### src/rtl/rscs_pkg.sv
// Shared types, codes and constants of the RSSI channel scan classifier.
// No dependencies.
package rscs_pkg;

    localparam int unsigned LEVEL_W     = 8;
    localparam int unsigned CHANNEL_W   = 12;
    localparam int unsigned COUNT_W     = 16;
    localparam int unsigned LIST_W      = 8;
    localparam int unsigned INTERVAL_W  = 10;
    localparam int unsigned TARGET_W    = 17;
    localparam int unsigned CFG_INDEX_W = 3;
    localparam int unsigned CFG_DATA_W  = 12;

    localparam logic signed [LEVEL_W-1:0] LEVEL_HIGH_RESET   = -8'sd127;
    localparam logic signed [LEVEL_W-1:0] LEVEL_LOW_RESET    = 8'sd1;
    localparam logic signed [LEVEL_W-1:0] BUSY_LIMIT_RESET   = 8'sd0;
    localparam logic signed [LEVEL_W-1:0] FREE_LIMIT_RESET   = -8'sd100;
    localparam logic [TARGET_W-1:0]       REPORTS_PER_SECOND = 17'd100;

    typedef enum logic [1:0] {
        ACT_SAMPLE       = 2'd0,
        ACT_REPORT       = 2'd1,
        ACT_CHANNEL_DONE = 2'd2,
        ACT_RESTART      = 2'd3
    } action_t;

    typedef enum logic [1:0] {
        VERDICT_FREE     = 2'd0,
        VERDICT_POSSIBLE = 2'd1,
        VERDICT_BUSY     = 2'd2,
        VERDICT_SKIPPED  = 2'd3
    } verdict_t;

    typedef enum logic {
        KIND_INTERVAL = 1'b0,
        KIND_VERDICT  = 1'b1
    } kind_t;

    typedef enum logic [CFG_INDEX_W-1:0] {
        CFG_BUSY_LIMIT      = 3'd0,
        CFG_FREE_LIMIT      = 3'd1,
        CFG_STOP_ON_FREE    = 3'd2,
        CFG_PROTECTED_CHAN  = 3'd3,
        CFG_SKIP_NEIGHBOR   = 3'd4,
        CFG_INTERVAL_SEC    = 3'd5,
        CFG_NOT_MEASURED    = 3'd6
    } cfg_index_t;

    function automatic logic [COUNT_W-1:0] inc_count(input logic [COUNT_W-1:0] c);
        return (&c) ? c : c + 1'b1;
    endfunction

    function automatic logic [LIST_W-1:0] inc_list(input logic [LIST_W-1:0] c);
        return (&c) ? c : c + 1'b1;
    endfunction

endpackage

### src/rtl/rscs_if.sv
// Valid/ready channel interfaces for input items and result items.
// Depends on rscs_pkg.
interface rscs_in_if
    import rscs_pkg::*;
();
    logic                        valid;
    logic                        ready;
    action_t                     action;
    logic signed [LEVEL_W-1:0]   rssi_sample;
    logic                        last_in_report;
    logic                        report_failed;
    logic [CHANNEL_W-1:0]        channel_number;
    logic                        neighbor_seen;

    modport source (output valid, action, rssi_sample, last_in_report, report_failed,
                    channel_number, neighbor_seen, input ready);
    modport sink   (input valid, action, rssi_sample, last_in_report, report_failed,
                    channel_number, neighbor_seen, output ready);
endinterface

interface rscs_out_if
    import rscs_pkg::*;
();
    logic                        valid;
    logic                        ready;
    kind_t                       kind;
    logic [CHANNEL_W-1:0]        channel_out;
    verdict_t                    verdict;
    logic signed [LEVEL_W-1:0]   level_high;
    logic signed [LEVEL_W-1:0]   level_low;
    logic [COUNT_W-1:0]          scans_done;
    logic [COUNT_W-1:0]          saturations;
    logic [COUNT_W-1:0]          unmeasured;
    logic [COUNT_W-1:0]          failures;
    logic [LIST_W-1:0]           list_position;
    logic                        stop_request;

    modport source (output valid, kind, channel_out, verdict, level_high, level_low,
                    scans_done, saturations, unmeasured, failures, list_position,
                    stop_request, input ready);
    modport sink   (input valid, kind, channel_out, verdict, level_high, level_low,
                    scans_done, saturations, unmeasured, failures, list_position,
                    stop_request, output ready);
endinterface

### src/rtl/rssi_channel_scan_classifier.sv
// RSSI channel scan classifier: sorts samples, counts reports, gives interval events and channel verdicts.
// Depends on rscs_pkg and rscs_if.
// A result beat passes the input register, then the result register; an accepted input
// beat waits in the input register while the result register is stalled.
// Throughput: one input beat per cycle, sustained while result beats are taken.
// Reset: rst_n asynchronous, active low; clears the valid bits of both stages and all counters,
// sets the levels to their start values and the configuration registers to their defaults.
module rssi_channel_scan_classifier
    import rscs_pkg::*;
(
    input  logic                   clk,
    input  logic                   rst_n,
    input  logic                   cfg_we,
    input  logic [CFG_INDEX_W-1:0] cfg_index,
    input  logic [CFG_DATA_W-1:0]  cfg_data,
    rscs_in_if.sink                samples,
    rscs_out_if.source             results
);

    logic signed [LEVEL_W-1:0]   busy_limit_reg;
    logic signed [LEVEL_W-1:0]   free_limit_reg;
    logic                        stop_on_free_reg;
    logic [CHANNEL_W-1:0]        protected_channel_reg;
    logic                        skip_neighbor_reg;
    logic [INTERVAL_W-1:0]       interval_seconds_reg;
    logic signed [LEVEL_W-1:0]   not_measured_reg;

    logic                        s1_valid_reg;
    action_t                     s1_action_reg;
    logic signed [LEVEL_W-1:0]   s1_sample_reg;
    logic                        s1_last_reg;
    logic                        s1_failed_reg;
    logic [CHANNEL_W-1:0]        s1_channel_reg;
    logic                        s1_neighbor_reg;

    logic signed [LEVEL_W-1:0]   running_high_reg, running_high_next;
    logic signed [LEVEL_W-1:0]   running_low_reg, running_low_next;
    logic [COUNT_W-1:0]          report_count_reg, report_count_next;
    logic [COUNT_W-1:0]          saturated_count_reg, saturated_count_next;
    logic [COUNT_W-1:0]          unmeasured_count_reg, unmeasured_count_next;
    logic [COUNT_W-1:0]          failed_count_reg, failed_count_next;
    logic [LIST_W-1:0]           free_count_reg, free_count_next;
    logic [LIST_W-1:0]           possible_count_reg, possible_count_next;
    logic [LIST_W-1:0]           busy_count_reg, busy_count_next;

    logic                        res_valid_reg;
    kind_t                       res_kind_reg, res_kind_next;
    logic [CHANNEL_W-1:0]        res_channel_reg;
    verdict_t                    res_verdict_reg, res_verdict_next;
    logic signed [LEVEL_W-1:0]   res_high_reg, res_high_next;
    logic signed [LEVEL_W-1:0]   res_low_reg, res_low_next;
    logic [COUNT_W-1:0]          res_scans_reg, res_scans_next;
    logic [COUNT_W-1:0]          res_sats_reg;
    logic [COUNT_W-1:0]          res_unmeas_reg;
    logic [COUNT_W-1:0]          res_fails_reg;
    logic [LIST_W-1:0]           res_pos_reg, res_pos_next;
    logic                        res_stop_reg, res_stop_next;
    logic                        res_emit;

    logic                        out_free;
    logic                        s1_advance;
    logic [TARGET_W-1:0]         interval_target;
    logic [COUNT_W-1:0]          report_count_inc;
    logic                        interval_hit;
    logic                        sample_saturated;
    logic                        sample_unmeasured;
    logic                        channel_protected;

    assign out_free      = !res_valid_reg || results.ready;
    assign s1_advance    = s1_valid_reg && out_free;
    assign samples.ready = !s1_valid_reg || out_free;

    always_ff @(posedge clk or negedge rst_n)
    begin
        if (!rst_n)
        begin
            busy_limit_reg        <= BUSY_LIMIT_RESET;
            free_limit_reg        <= FREE_LIMIT_RESET;
            stop_on_free_reg      <= 1'b0;
            protected_channel_reg <= '0;
            skip_neighbor_reg     <= 1'b0;
            interval_seconds_reg  <= '0;
            not_measured_reg      <= '0;
        end
        else if (cfg_we)
        begin
            unique case (cfg_index)
                CFG_BUSY_LIMIT:     busy_limit_reg        <= cfg_data[LEVEL_W-1:0];
                CFG_FREE_LIMIT:     free_limit_reg        <= cfg_data[LEVEL_W-1:0];
                CFG_STOP_ON_FREE:   stop_on_free_reg      <= cfg_data[0];
                CFG_PROTECTED_CHAN: protected_channel_reg <= cfg_data[CHANNEL_W-1:0];
                CFG_SKIP_NEIGHBOR:  skip_neighbor_reg     <= cfg_data[0];
                CFG_INTERVAL_SEC:   interval_seconds_reg  <= cfg_data[INTERVAL_W-1:0];
                CFG_NOT_MEASURED:   not_measured_reg      <= cfg_data[LEVEL_W-1:0];
                default: ;
            endcase
        end
    end

    // Input register
    always_ff @(posedge clk or negedge rst_n)
    begin
        if (!rst_n)
        begin
            s1_valid_reg <= 1'b0;
        end
        else if (samples.ready)
        begin
            s1_valid_reg <= samples.valid;
        end
    end

    always_ff @(posedge clk)
    begin
        if (samples.valid && samples.ready)
        begin
            s1_action_reg   <= samples.action;
            s1_sample_reg   <= samples.rssi_sample;
            s1_last_reg     <= samples.last_in_report;
            s1_failed_reg   <= samples.report_failed;
            s1_channel_reg  <= samples.channel_number;
            s1_neighbor_reg <= samples.neighbor_seen;
        end
    end

    assign interval_target   = TARGET_W'(interval_seconds_reg) * REPORTS_PER_SECOND;
    assign report_count_inc  = inc_count(report_count_reg);
    assign interval_hit      = (interval_target != '0)
                               && ({1'b0, report_count_inc} == interval_target);
    assign sample_saturated  = !s1_sample_reg[LEVEL_W-1] && (s1_sample_reg != '0);
    assign sample_unmeasured = (s1_sample_reg == not_measured_reg);
    assign channel_protected = (protected_channel_reg != '0)
                               && (s1_channel_reg == protected_channel_reg);

    always_comb
    begin
        running_high_next     = running_high_reg;
        running_low_next      = running_low_reg;
        report_count_next     = report_count_reg;
        saturated_count_next  = saturated_count_reg;
        unmeasured_count_next = unmeasured_count_reg;
        failed_count_next     = failed_count_reg;
        free_count_next       = free_count_reg;
        possible_count_next   = possible_count_reg;
        busy_count_next       = busy_count_reg;
        res_emit              = 1'b0;
        res_kind_next         = KIND_INTERVAL;
        res_verdict_next      = VERDICT_FREE;
        res_pos_next          = '0;
        res_stop_next         = 1'b0;

        unique case (s1_action_reg)
            ACT_SAMPLE:
            begin
                if (sample_saturated)
                begin
                    saturated_count_next = inc_count(saturated_count_reg);
                end
                else if (sample_unmeasured)
                begin
                    unmeasured_count_next = inc_count(unmeasured_count_reg);
                end
                else
                begin
                    if (s1_sample_reg > running_high_reg)
                    begin
                        running_high_next = s1_sample_reg;
                    end
                    if (s1_sample_reg < running_low_reg)
                    begin
                        running_low_next = s1_sample_reg;
                    end
                end
                if (s1_last_reg)
                begin
                    report_count_next = report_count_inc;
                    res_emit          = interval_hit;
                end
            end
            ACT_REPORT:
            begin
                if (s1_failed_reg)
                begin
                    failed_count_next = inc_count(failed_count_reg);
                end
                report_count_next = report_count_inc;
                res_emit          = interval_hit;
            end
            ACT_CHANNEL_DONE:
            begin
                res_emit      = 1'b1;
                res_kind_next = KIND_VERDICT;
                priority if (running_high_reg > busy_limit_reg)
                begin
                    res_verdict_next = VERDICT_BUSY;
                    res_pos_next     = busy_count_reg;
                    busy_count_next  = inc_list(busy_count_reg);
                end
                else if (running_high_reg <= free_limit_reg)
                begin
                    if (channel_protected || (s1_neighbor_reg && skip_neighbor_reg))
                    begin
                        res_verdict_next = VERDICT_SKIPPED;
                    end
                    else
                    begin
                        res_verdict_next = VERDICT_FREE;
                        res_pos_next     = free_count_reg;
                        free_count_next  = inc_list(free_count_reg);
                        res_stop_next    = stop_on_free_reg;
                    end
                end
                else
                begin
                    res_verdict_next    = VERDICT_POSSIBLE;
                    res_pos_next        = possible_count_reg;
                    possible_count_next = inc_list(possible_count_reg);
                end
                running_high_next = LEVEL_HIGH_RESET;
                running_low_next  = LEVEL_LOW_RESET;
                report_count_next = '0;
            end
            ACT_RESTART:
            begin
                running_high_next     = LEVEL_HIGH_RESET;
                running_low_next      = LEVEL_LOW_RESET;
                report_count_next     = '0;
                saturated_count_next  = '0;
                unmeasured_count_next = '0;
                failed_count_next     = '0;
                free_count_next       = '0;
                possible_count_next   = '0;
                busy_count_next       = '0;
            end
            default: ;
        endcase

        // Verdicts report the levels before the per-channel clear.
        res_high_next  = (s1_action_reg == ACT_CHANNEL_DONE) ? running_high_reg
                                                             : running_high_next;
        res_low_next   = (s1_action_reg == ACT_CHANNEL_DONE) ? running_low_reg
                                                             : running_low_next;
        res_scans_next = (s1_action_reg == ACT_CHANNEL_DONE) ? report_count_reg
                                                             : report_count_next;
    end

    always_ff @(posedge clk or negedge rst_n)
    begin
        if (!rst_n)
        begin
            running_high_reg     <= LEVEL_HIGH_RESET;
            running_low_reg      <= LEVEL_LOW_RESET;
            report_count_reg     <= '0;
            saturated_count_reg  <= '0;
            unmeasured_count_reg <= '0;
            failed_count_reg     <= '0;
            free_count_reg       <= '0;
            possible_count_reg   <= '0;
            busy_count_reg       <= '0;
        end
        else if (s1_advance)
        begin
            running_high_reg     <= running_high_next;
            running_low_reg      <= running_low_next;
            report_count_reg     <= report_count_next;
            saturated_count_reg  <= saturated_count_next;
            unmeasured_count_reg <= unmeasured_count_next;
            failed_count_reg     <= failed_count_next;
            free_count_reg       <= free_count_next;
            possible_count_reg   <= possible_count_next;
            busy_count_reg       <= busy_count_next;
        end
    end

    // Result register
    always_ff @(posedge clk or negedge rst_n)
    begin
        if (!rst_n)
        begin
            res_valid_reg <= 1'b0;
        end
        else if (s1_advance)
        begin
            res_valid_reg <= res_emit;
        end
        else if (results.ready)
        begin
            res_valid_reg <= 1'b0;
        end
    end

    always_ff @(posedge clk)
    begin
        if (s1_advance && res_emit)
        begin
            res_kind_reg    <= res_kind_next;
            res_channel_reg <= (res_kind_next == KIND_VERDICT) ? s1_channel_reg : '0;
            res_verdict_reg <= res_verdict_next;
            res_high_reg    <= res_high_next;
            res_low_reg     <= res_low_next;
            res_scans_reg   <= res_scans_next;
            res_sats_reg    <= saturated_count_next;
            res_unmeas_reg  <= unmeasured_count_next;
            res_fails_reg   <= failed_count_next;
            res_pos_reg     <= res_pos_next;
            res_stop_reg    <= res_stop_next;
        end
    end

    assign results.valid         = res_valid_reg;
    assign results.kind          = res_kind_reg;
    assign results.channel_out   = res_channel_reg;
    assign results.verdict       = res_verdict_reg;
    assign results.level_high    = res_high_reg;
    assign results.level_low     = res_low_reg;
    assign results.scans_done    = res_scans_reg;
    assign results.saturations   = res_sats_reg;
    assign results.unmeasured    = res_unmeas_reg;
    assign results.failures      = res_fails_reg;
    assign results.list_position = res_pos_reg;
    assign results.stop_request  = res_stop_reg;

endmodule

### src/flat_wrapper.sv
// flat-port wrapper written by rule: the top's interface ports become plain ports
module rssi_channel_scan_classifier_flat import rscs_pkg::*;
  (clk, rst_n, cfg_we, cfg_index, cfg_data, samples_valid, samples_action, samples_rssi_sample, samples_last_in_report, samples_report_failed, samples_channel_number, samples_neighbor_seen, samples_ready, results_valid, results_kind, results_channel_out, results_verdict, results_level_high, results_level_low, results_scans_done, results_saturations, results_unmeasured, results_failures, results_list_position, results_stop_request, results_ready);
  rscs_in_if samples_i ();
  rscs_out_if results_i ();
  input  logic clk;
  input  logic rst_n;
  input  logic cfg_we;
  input  logic [CFG_INDEX_W-1:0] cfg_index;
  input  logic [CFG_DATA_W-1:0] cfg_data;
  input wire logic [$bits(samples_i.valid)-1:0] samples_valid;
  input wire logic [$bits(samples_i.action)-1:0] samples_action;
  input wire logic [$bits(samples_i.rssi_sample)-1:0] samples_rssi_sample;
  input wire logic [$bits(samples_i.last_in_report)-1:0] samples_last_in_report;
  input wire logic [$bits(samples_i.report_failed)-1:0] samples_report_failed;
  input wire logic [$bits(samples_i.channel_number)-1:0] samples_channel_number;
  input wire logic [$bits(samples_i.neighbor_seen)-1:0] samples_neighbor_seen;
  output wire logic [$bits(samples_i.ready)-1:0] samples_ready;
  output wire logic [$bits(results_i.valid)-1:0] results_valid;
  output wire logic [$bits(results_i.kind)-1:0] results_kind;
  output wire logic [$bits(results_i.channel_out)-1:0] results_channel_out;
  output wire logic [$bits(results_i.verdict)-1:0] results_verdict;
  output wire logic [$bits(results_i.level_high)-1:0] results_level_high;
  output wire logic [$bits(results_i.level_low)-1:0] results_level_low;
  output wire logic [$bits(results_i.scans_done)-1:0] results_scans_done;
  output wire logic [$bits(results_i.saturations)-1:0] results_saturations;
  output wire logic [$bits(results_i.unmeasured)-1:0] results_unmeasured;
  output wire logic [$bits(results_i.failures)-1:0] results_failures;
  output wire logic [$bits(results_i.list_position)-1:0] results_list_position;
  output wire logic [$bits(results_i.stop_request)-1:0] results_stop_request;
  input wire logic [$bits(results_i.ready)-1:0] results_ready;
  assign samples_i.valid = samples_valid;
  assign samples_i.action = samples_action;
  assign samples_i.rssi_sample = samples_rssi_sample;
  assign samples_i.last_in_report = samples_last_in_report;
  assign samples_i.report_failed = samples_report_failed;
  assign samples_i.channel_number = samples_channel_number;
  assign samples_i.neighbor_seen = samples_neighbor_seen;
  assign samples_ready = samples_i.ready;
  assign results_valid = results_i.valid;
  assign results_kind = results_i.kind;
  assign results_channel_out = results_i.channel_out;
  assign results_verdict = results_i.verdict;
  assign results_level_high = results_i.level_high;
  assign results_level_low = results_i.level_low;
  assign results_scans_done = results_i.scans_done;
  assign results_saturations = results_i.saturations;
  assign results_unmeasured = results_i.unmeasured;
  assign results_failures = results_i.failures;
  assign results_list_position = results_i.list_position;
  assign results_stop_request = results_i.stop_request;
  assign results_i.ready = results_ready;
  rssi_channel_scan_classifier u_core (.clk(clk), .rst_n(rst_n), .cfg_we(cfg_we), .cfg_index(cfg_index), .cfg_data(cfg_data), .samples(samples_i), .results(results_i));
endmodule
### config.mk
export PLATFORM = sky130hd
export DESIGN_NAME = rssi_channel_scan_classifier_flat
export DESIGN_NICKNAME = d
export VERILOG_FILES = /design/src/rtl/rscs_pkg.sv /design/src/rtl/rscs_if.sv /design/src/rtl/rssi_channel_scan_classifier.sv /design/src/flat_wrapper.sv
export SDC_FILE = /design/constraint.sdc
export NUM_CORES = 1
export LEC_CHECK = 0
export ABC_AREA = 0
export BUFFER_PORTS_ARGS = -buffer_cell sky130_fd_sc_hd__clkbuf_2
export CAP_MARGIN = 20
export CORE_ASPECT_RATIO = 1.25
export CORE_MARGIN = 3
export CORE_UTILIZATION = 45
export DETAILED_ROUTE_END_ITERATION = 8
export SYNTH_ARGS = -nofsm -noshare
export SYNTH_HDL_FRONTEND = slang
export SYNTH_SLANG_ARGS = --single-unit
### constraint.sdc
create_clock -name clk -period 6.7 [get_ports clk]
set_clock_uncertainty 0.2 [all_clocks]
set_input_delay 0 -clock clk [delete_from_list [all_inputs] [get_ports clk]]
set_output_delay 0 -clock clk [all_outputs]
set_load 0.05 [all_outputs]
=== Word-level counts from Yosys, hierarchy flattened ===
Index checks and enable logic that the tools add are counted.

* Add/subtract/negate cells: 7
* Multiply operators: 1
* Divide/modulo/power cells: 0
* Order comparisons: 4
* Eq/ne operators: 20
* Shift operators: 0
* Multiplexer cells: 47
* Bitwise operators: 2
* Reduce and logical (&&, ||, !) cells: 40

{| class="wikitable"
|+ Operators by type and width
! cell !! count
|-
| 2-to-1 mux 16 bit || 10
|-
| 2-to-1 mux 8 bit || 20
|-
| one-hot mux 16 bit (2 select lines) || 3
|-
| one-hot mux 8 bit (2 select lines) || 5
|-
| adder 16 x 1 -> 16 bit (second input constant) || 4
|-
| AND reduction 16 bit || 4
|-
| one-hot mux 16 bit (3 select lines) || 1
|-
| adder 8 x 1 -> 8 bit (second input constant) || 3
|-
| AND reduction 8 bit || 3
|-
| == test 16 x 17 -> 1 bit || 1
|-
| nonzero test 17 bit || 1
|-
| greater-than comparator 8 bit || 2
|-
| multiplier 10 x 5 -> 15 bit (second input constant) || 1
|-
| AND reduction 2 bit || 7
|-
| == test 12 bit || 1
|-
| inequality test 2 bit (second input constant) || 6
|-
| nonzero test 12 bit || 1
|-
| == test 3 bit (second input constant) || 3
|-
| == test 8 bit || 1
|-
| <= comparator 8 bit || 1
|-
| less-than comparator 8 bit || 1
|-
| nonzero test 8 bit || 1
|-
| logical AND 1 bit || 7
|-
| == test 3 x 2 -> 1 bit (second input constant) || 2
|-
| 18 further kinds || 32
|}

* Register bits after elaboration: 283
* Latch bits: 0
* Bits in writable memories: 0
* ROM bits: 0
* Input port bits: 45
* Output and inout port bits: 106
* Word-level logic and storage cells: 157
* Memories: 0

=== Longest topological paths before layout ===
* Depth in word-level cells: 7
* Depth in mapped cells: 13
* Mapped depth without buffers: 13

=== Worst setup path before layout ===
Ideal clock, no wire load.

* Path kind: register to register
* From: reg u_core.interval_seconds_reg[4]
* To: reg u_core.res_channel_reg[0] (netlist: u_core.results.channel_out[0]) (enable)
* Library setup time: 0.951 ns
* Data arrival time: 5.072 ns
* Data required time: 5.549 ns
* Slack: 0.477 ns
* Cell stages (with the launch flop): 13
* Buffers on the path: 0
* Clock period less this slack: 6.223 ns
* Path through: dfrtp_1 > ha_1 > ha_1 > fa_1 > ha_1 > a21oi_1 > o211ai_1 > a221o_1 > a31oi_1 > xor2_1 > nor4_1 > o311ai_1 > nand2_1

* Longest elaborated chain between the ends: 6
* Elaborated cells on any way between the ends: 7
* Those cells by class: mul (1); eq/ne (1); mux (2); reduce/logical (3)

{| class="wikitable"
|+ Ends and longest elaborated chain
! item !! RTL line !! source
|-
| from (decl) || rssi_channel_scan_classifier.sv:25 || <nowiki>logic [INTERVAL_W-1:0] interval_seconds_reg;</nowiki>
|-
| from (signal assigned) || rssi_channel_scan_classifier.sv:93 || <nowiki>CFG_INTERVAL_SEC: interval_seconds_reg <= cfg_data[INTERVAL_W-1:0];</nowiki>
|-
| multiplier 10 x 5 -> 15 bit (*) || rssi_channel_scan_classifier.sv:126 || <nowiki>assign interval_target = TARGET_W'(interval_seconds_reg) * REPORTS_PER_SECOND;</nowiki>
|-
| == test 16 x 17 -> 1 bit or nonzero test 17 bit (tied branches) || rssi_channel_scan_classifier.sv:129, rssi_channel_scan_classifier.sv:128 ||
|-
| logical AND 1 bit (*) || rssi_channel_scan_classifier.sv:129 || <nowiki>&& ({1'b0, report_count_inc} == interval_target);</nowiki>
|-
| 2-to-1 mux 1 bit || rssi_channel_scan_classifier.sv:174 || <nowiki>if (s1_last_reg)</nowiki>
|-
| one-hot mux 1 bit (3 select lines) (*) || rssi_channel_scan_classifier.sv:152 || <nowiki>unique case (s1_action_reg)</nowiki>
|-
| logical AND 1 bit (*) || rssi_channel_scan_classifier.sv:294 || <nowiki>if (s1_advance && res_emit)</nowiki>
|-
| to (signal assigned) || rssi_channel_scan_classifier.sv:297 || <nowiki>res_channel_reg <= (res_kind_next == KIND_VERDICT) ? s1_channel_reg : '0;</nowiki>
|-
| to (decl) || rssi_channel_scan_classifier.sv:48 || <nowiki>logic [CHANNEL_W-1:0] res_channel_reg;</nowiki>
|}

Mark *: on every way between the ends. The rest lies on a longest branch, timed or not.
A chain may end at the register's enable or synchronous reset.

=== Final worst setup path ===
* From: reg u_core.interval_seconds_reg[2]
* To: reg u_core.res_high_reg[0] (netlist: u_core.results.level_high[0]) (enable)

* Longest elaborated chain between the ends: 6
* Elaborated cells on any way between the ends: 7
* Those cells by class: mul (1); eq/ne (1); mux (2); reduce/logical (3)

{| class="wikitable"
|+ Ends and longest elaborated chain
! item !! RTL line !! source
|-
| multiplier 10 x 5 -> 15 bit (*) || rssi_channel_scan_classifier.sv:126 ||
|-
| == test 16 x 17 -> 1 bit or nonzero test 17 bit (tied branches) || rssi_channel_scan_classifier.sv:129, rssi_channel_scan_classifier.sv:128 ||
|-
| logical AND 1 bit (*) || rssi_channel_scan_classifier.sv:129 ||
|-
| 2-to-1 mux 1 bit || rssi_channel_scan_classifier.sv:174 ||
|-
| one-hot mux 1 bit (3 select lines) (*) || rssi_channel_scan_classifier.sv:152 ||
|-
| logical AND 1 bit (*) || rssi_channel_scan_classifier.sv:294 ||
|-
| to (signal assigned) || rssi_channel_scan_classifier.sv:299 || <nowiki>res_high_reg <= res_high_next;</nowiki>
|-
| to (decl) || rssi_channel_scan_classifier.sv:50 || <nowiki>logic signed [LEVEL_W-1:0] res_high_reg, res_high_next;</nowiki>
|}

Marks and branches as above.

==> results.sh <==
export IMPL_status="finished clean"
export IMPL_worstSetupStartpointType="register"
export IMPL_synth_edff_count=129
export IMPL_grt_usage_pct=21.7
export IMPL_ant_nets=0
export IMPL_pin_count=151
export IMPL_core_area_sq_mm=0.0345
export IMPL_clkSinkCount=283
export IMPL_grt_max_degree=88
export IMPL_whs_ps=21.5
export IMPL_crit_type="reg -> reg"
export IMPL_reg2reg_from="u_core.interval_seconds_reg[2]$_DFFE_PN0P_"
export IMPL_syn_inst=1538
export IMPL_cts_tree="yes"
export IMPL_leakagePower_nw=7.71
export IMPL_report_final_slew_viol_count=0
export IMPL_maxCapViolCount=0
export IMPL_r2r_end="u_core.results.level_high[0]$_DFFE_PP_"
export IMPL_first_global_vias=12400
export IMPL_ir_drop_mv=0.205
export IMPL_drtPass1Iterations=6
export IMPL_wl_um=41500
export IMPL_drive_above_1_share_pct=16.5
export IMPL_drc=0
export IMPL_synthToLayoutAreaGrowth_pct=20.1
export IMPL_diodes=0
export IMPL_antenna_found_initial=0
export IMPL_min_path_type="in -> reg"
export IMPL_setup_tns_ps=0
export IMPL_htree_levels=1
export IMPL_cts_buffers=30
export IMPL_syn_nets=1666
export IMPL_clk_latency_ps=570
export IMPL_die_area_sq_mm=0.0374
export IMPL_grt_overflow=0
export IMPL_max_freq_mhz=194
export IMPL_ys_seq_elements=283
export IMPL_die_w_um=174
export IMPL_r2r_slack_ps=1550
export IMPL_seq_area_frac_synth_pct=49.0
export IMPL_grt_pass1_wl_um=67100
export IMPL_num_nets_final=1878
export IMPL_synth_cell_area_sq_mm=0.0158
export IMPL_drt_vias_per_instance=5.73
export IMPL_period_needed_ps=5150
export IMPL_critPathRequiredTime_ps=6710
export IMPL_first_iter_violations=1029
export IMPL_wl_per_cell_um=18.5
export IMPL_setup_ws_ps=1550
export IMPL_synthDistinctLibCells=81
export IMPL_root_buffer="clkbuf_16"
export IMPL_ys_flop_type="dfrtp_1"
export IMPL_hold_viol_final=0
export IMPL_post_route_period_util_pct=76.9
export IMPL_worst_pin_slew_ps=1020
export IMPL_dr_total_vias=12800
export IMPL_arrival_ps=5170
export IMPL_yosysWarnings=0
export IMPL_hpwl_um=28200
export IMPL_worstHoldStart="cfg_data[8]"
export IMPL_holdPathEnd="u_core.interval_seconds_reg[8]$_DFFE_PN0P_"
export IMPL_hold_depth=3
export IMPL_die_y_um=215
export IMPL_final_setup_viol_count=0
export IMPL_place_congestion=0.870
export IMPL_place_ws_ps=1540
export IMPL_port_buffer_count=150
export IMPL_end_kind="register"
export IMPL_cts_resized=0
export IMPL_relSlewSlack_pct=31.3
export IMPL_r2r_cells=13
export IMPL_synth_async_reset_ratio_pct=54.4
export IMPL_crit_path_max_fanout=72
export IMPL_avgSynthCellArea_sq_um=10.3
export IMPL_rsz0062_at_grt="no"
export IMPL_clk_pin_slew_ps=60
export IMPL_rows=76
export IMPL_cts_buffer_depth=3
export IMPL_initial_core_util_pct=45.8
export IMPL_powerDensity_mw_per_mm2=300
[cell usage after synthesis (all sizes together), types with 6 or more instances]
| cell type | number | area (sq um) |
|---|---|---|
| o31ai | 22 | 165 |
| a221o | 25 | 250 |
| nor2 | 107 | 402 |
| a31o | 6 | 52.6 |
| a22o | 7 | 61.3 |
| o21ai | 132 | 661 |
| or3 | 6 | 42.5 |
| clkbuf | 59 | 221 |
| dfstp | 7 | 184 |
| nand2 | 154 | 578 |
| inv | 56 | 210 |
| and2 | 22 | 138 |
| nand3 | 61 | 318 |
| o211ai | 8 | 60.1 |
| nand4 | 28 | 181 |
| o21a | 10 | 75.1 |
| ha | 78 | 976 |
| a211oi | 17 | 128 |
| o2bb2ai | 7 | 61.3 |
| mux2i | 8 | 80.1 |
| nor3 | 31 | 160 |
| a22oi | 11 | 82.6 |
| a31oi | 21 | 131 |
| and4 | 15 | 131 |
| nand2b | 16 | 100 |
| xor2 | 30 | 263 |
| nor4 | 18 | 134 |
| nor2b | 10 | 62.6 |
| o221ai | 13 | 114 |
| edfxtp | 129 | 3870 |
| and3 | 22 | 138 |
| buf | 15 | 70.1 |
| a21oi | 77 | 385 |
| xnor2 | 31 | 272 |
| mux2 | 43 | 484 |
| dfrtp | 147 | 3680 |
| a21o | 10 | 75.1 |
[worst max path at each step]
stage                                                from                                           to  depth (start not counted)
6_report       u_core.interval_seconds_reg[2]$_DFFE_PN0P_       u_core.results.level_high[0]$_DFFE_PP_                         13
5_1_grt        u_core.interval_seconds_reg[2]$_DFFE_PN0P_      u_core.results.verdict[1]$_SDFFCE_PN0P_                         13
4_1_cts        u_core.interval_seconds_reg[2]$_DFFE_PN0P_       u_core.results.level_high[0]$_DFFE_PP_                         13
3_5_place_dp   u_core.interval_seconds_reg[2]$_DFFE_PN0P_       u_core.results.level_high[2]$_DFFE_PP_                         13
3_3_place_gp   u_core.interval_seconds_reg[2]$_DFFE_PN0P_    u_core.results.stop_request$_SDFFCE_PP0P_                         13
2_1_floorplan  u_core.interval_seconds_reg[4]$_DFFE_PN0P_  u_core.results.channel_out[0]$_SDFFCE_PN0P_                         12
[routing by layer]
metal | up-vias | GRT usage [%] | wire [um]
met4 | 0 | 6.14 | 949
met5 | - | 0 | 0
met3 | 65 | 2.62 | 2130
met2 | 372 | 37.3 | 20300
met1 | 6209 | 29.1 | 18100
li1 | 6196 | - | -
[cell type report]
class	count	area, sq um
fill	3073	15500
sequential	283	7740
multi-input combinational	1122	7560
timing repair buffer	254	1790
clock buffer	38	822
tap	468	586
clock inverter	18	258
inverter	59	221
[per-stage QoR]
stage / utilization (%) / total power [W] / cell area [sq um] / cells
floorplan: - / 0.00343 / 15800 / 1538
global placement: 49.3 / 0.00380 / 17000 / 2099
detailed placement: 49.3 / 0.00384 / 17000 / 2099
CTS: 55.0 / 0.00572 / 19000 / 2242
global route: 55.0 / 0.00602 / 19000 / 2242
finish: 55.0 / 0.00569 / 19000 / 2242
[what timing repair did]
action	CTS	global route
setup endpoints to repair	0	0
hold buffers	87	0
setup buffers	0	0
endpoints found under the hold margin	192	0
[cells in the final DEF, fill, tap and decap left out, types with 10 or more instances in the layout]
cell type and n:
nand2b_1 15, nor3_1 30, nand4_1 27, a211oi_1 17
a31oi_1 21, clkbuf_16 31, inv_1 56, dfrtp_1 147
nor4_1 16, mux2_2 43, a21o_1 10, dlygate4sd3_1 86
o221ai_1 13, xor2_1 30, xnor2_1 31, edfxtp_1 129
buf_4 16, clkbuf_2 149, nor2b_1 10, a21oi_1 77
and2_1 22, nand2_1 153, nand3_1 60, o21ai_0 131
ha_1 78, a221o_1 25, and4_1 15, o21a_1 10
nor2_1 105, o31ai_1 22, a22oi_1 11, and3_1 22
[critical path: stages (launching register included)]
cell	delay, ps
dfrtp_1	440
ha_1	330
ha_1	320
fa_1	470
ha_1	430
a21oi_1	110
a21boi_0	390
o21a_1	190
o31ai_1	60
or4_1	540
nor4_2	190
o311ai_1	220
nand2_4	420
buf_12	360
[logic make-up (layout without fill, tap and decap cells)]
group	Yosys count	after routing	synth area share (%)
buf+inv	133	369	3.25
compound gates	410	410	17.4
fa+ha+maj	83	83	6.81
simple gates	516	516	16.5
flops	283	283	49.0
xor+xnor	62	62	3.53
mux	51	51	3.57
[report_power, final]
group          switching [W]  internal [W]
clock               0.000719       0.00110
sequential          0.000162       0.00200
combinational       0.000991      0.000718
Note: power is estimated with default switching activity, not from simulation.
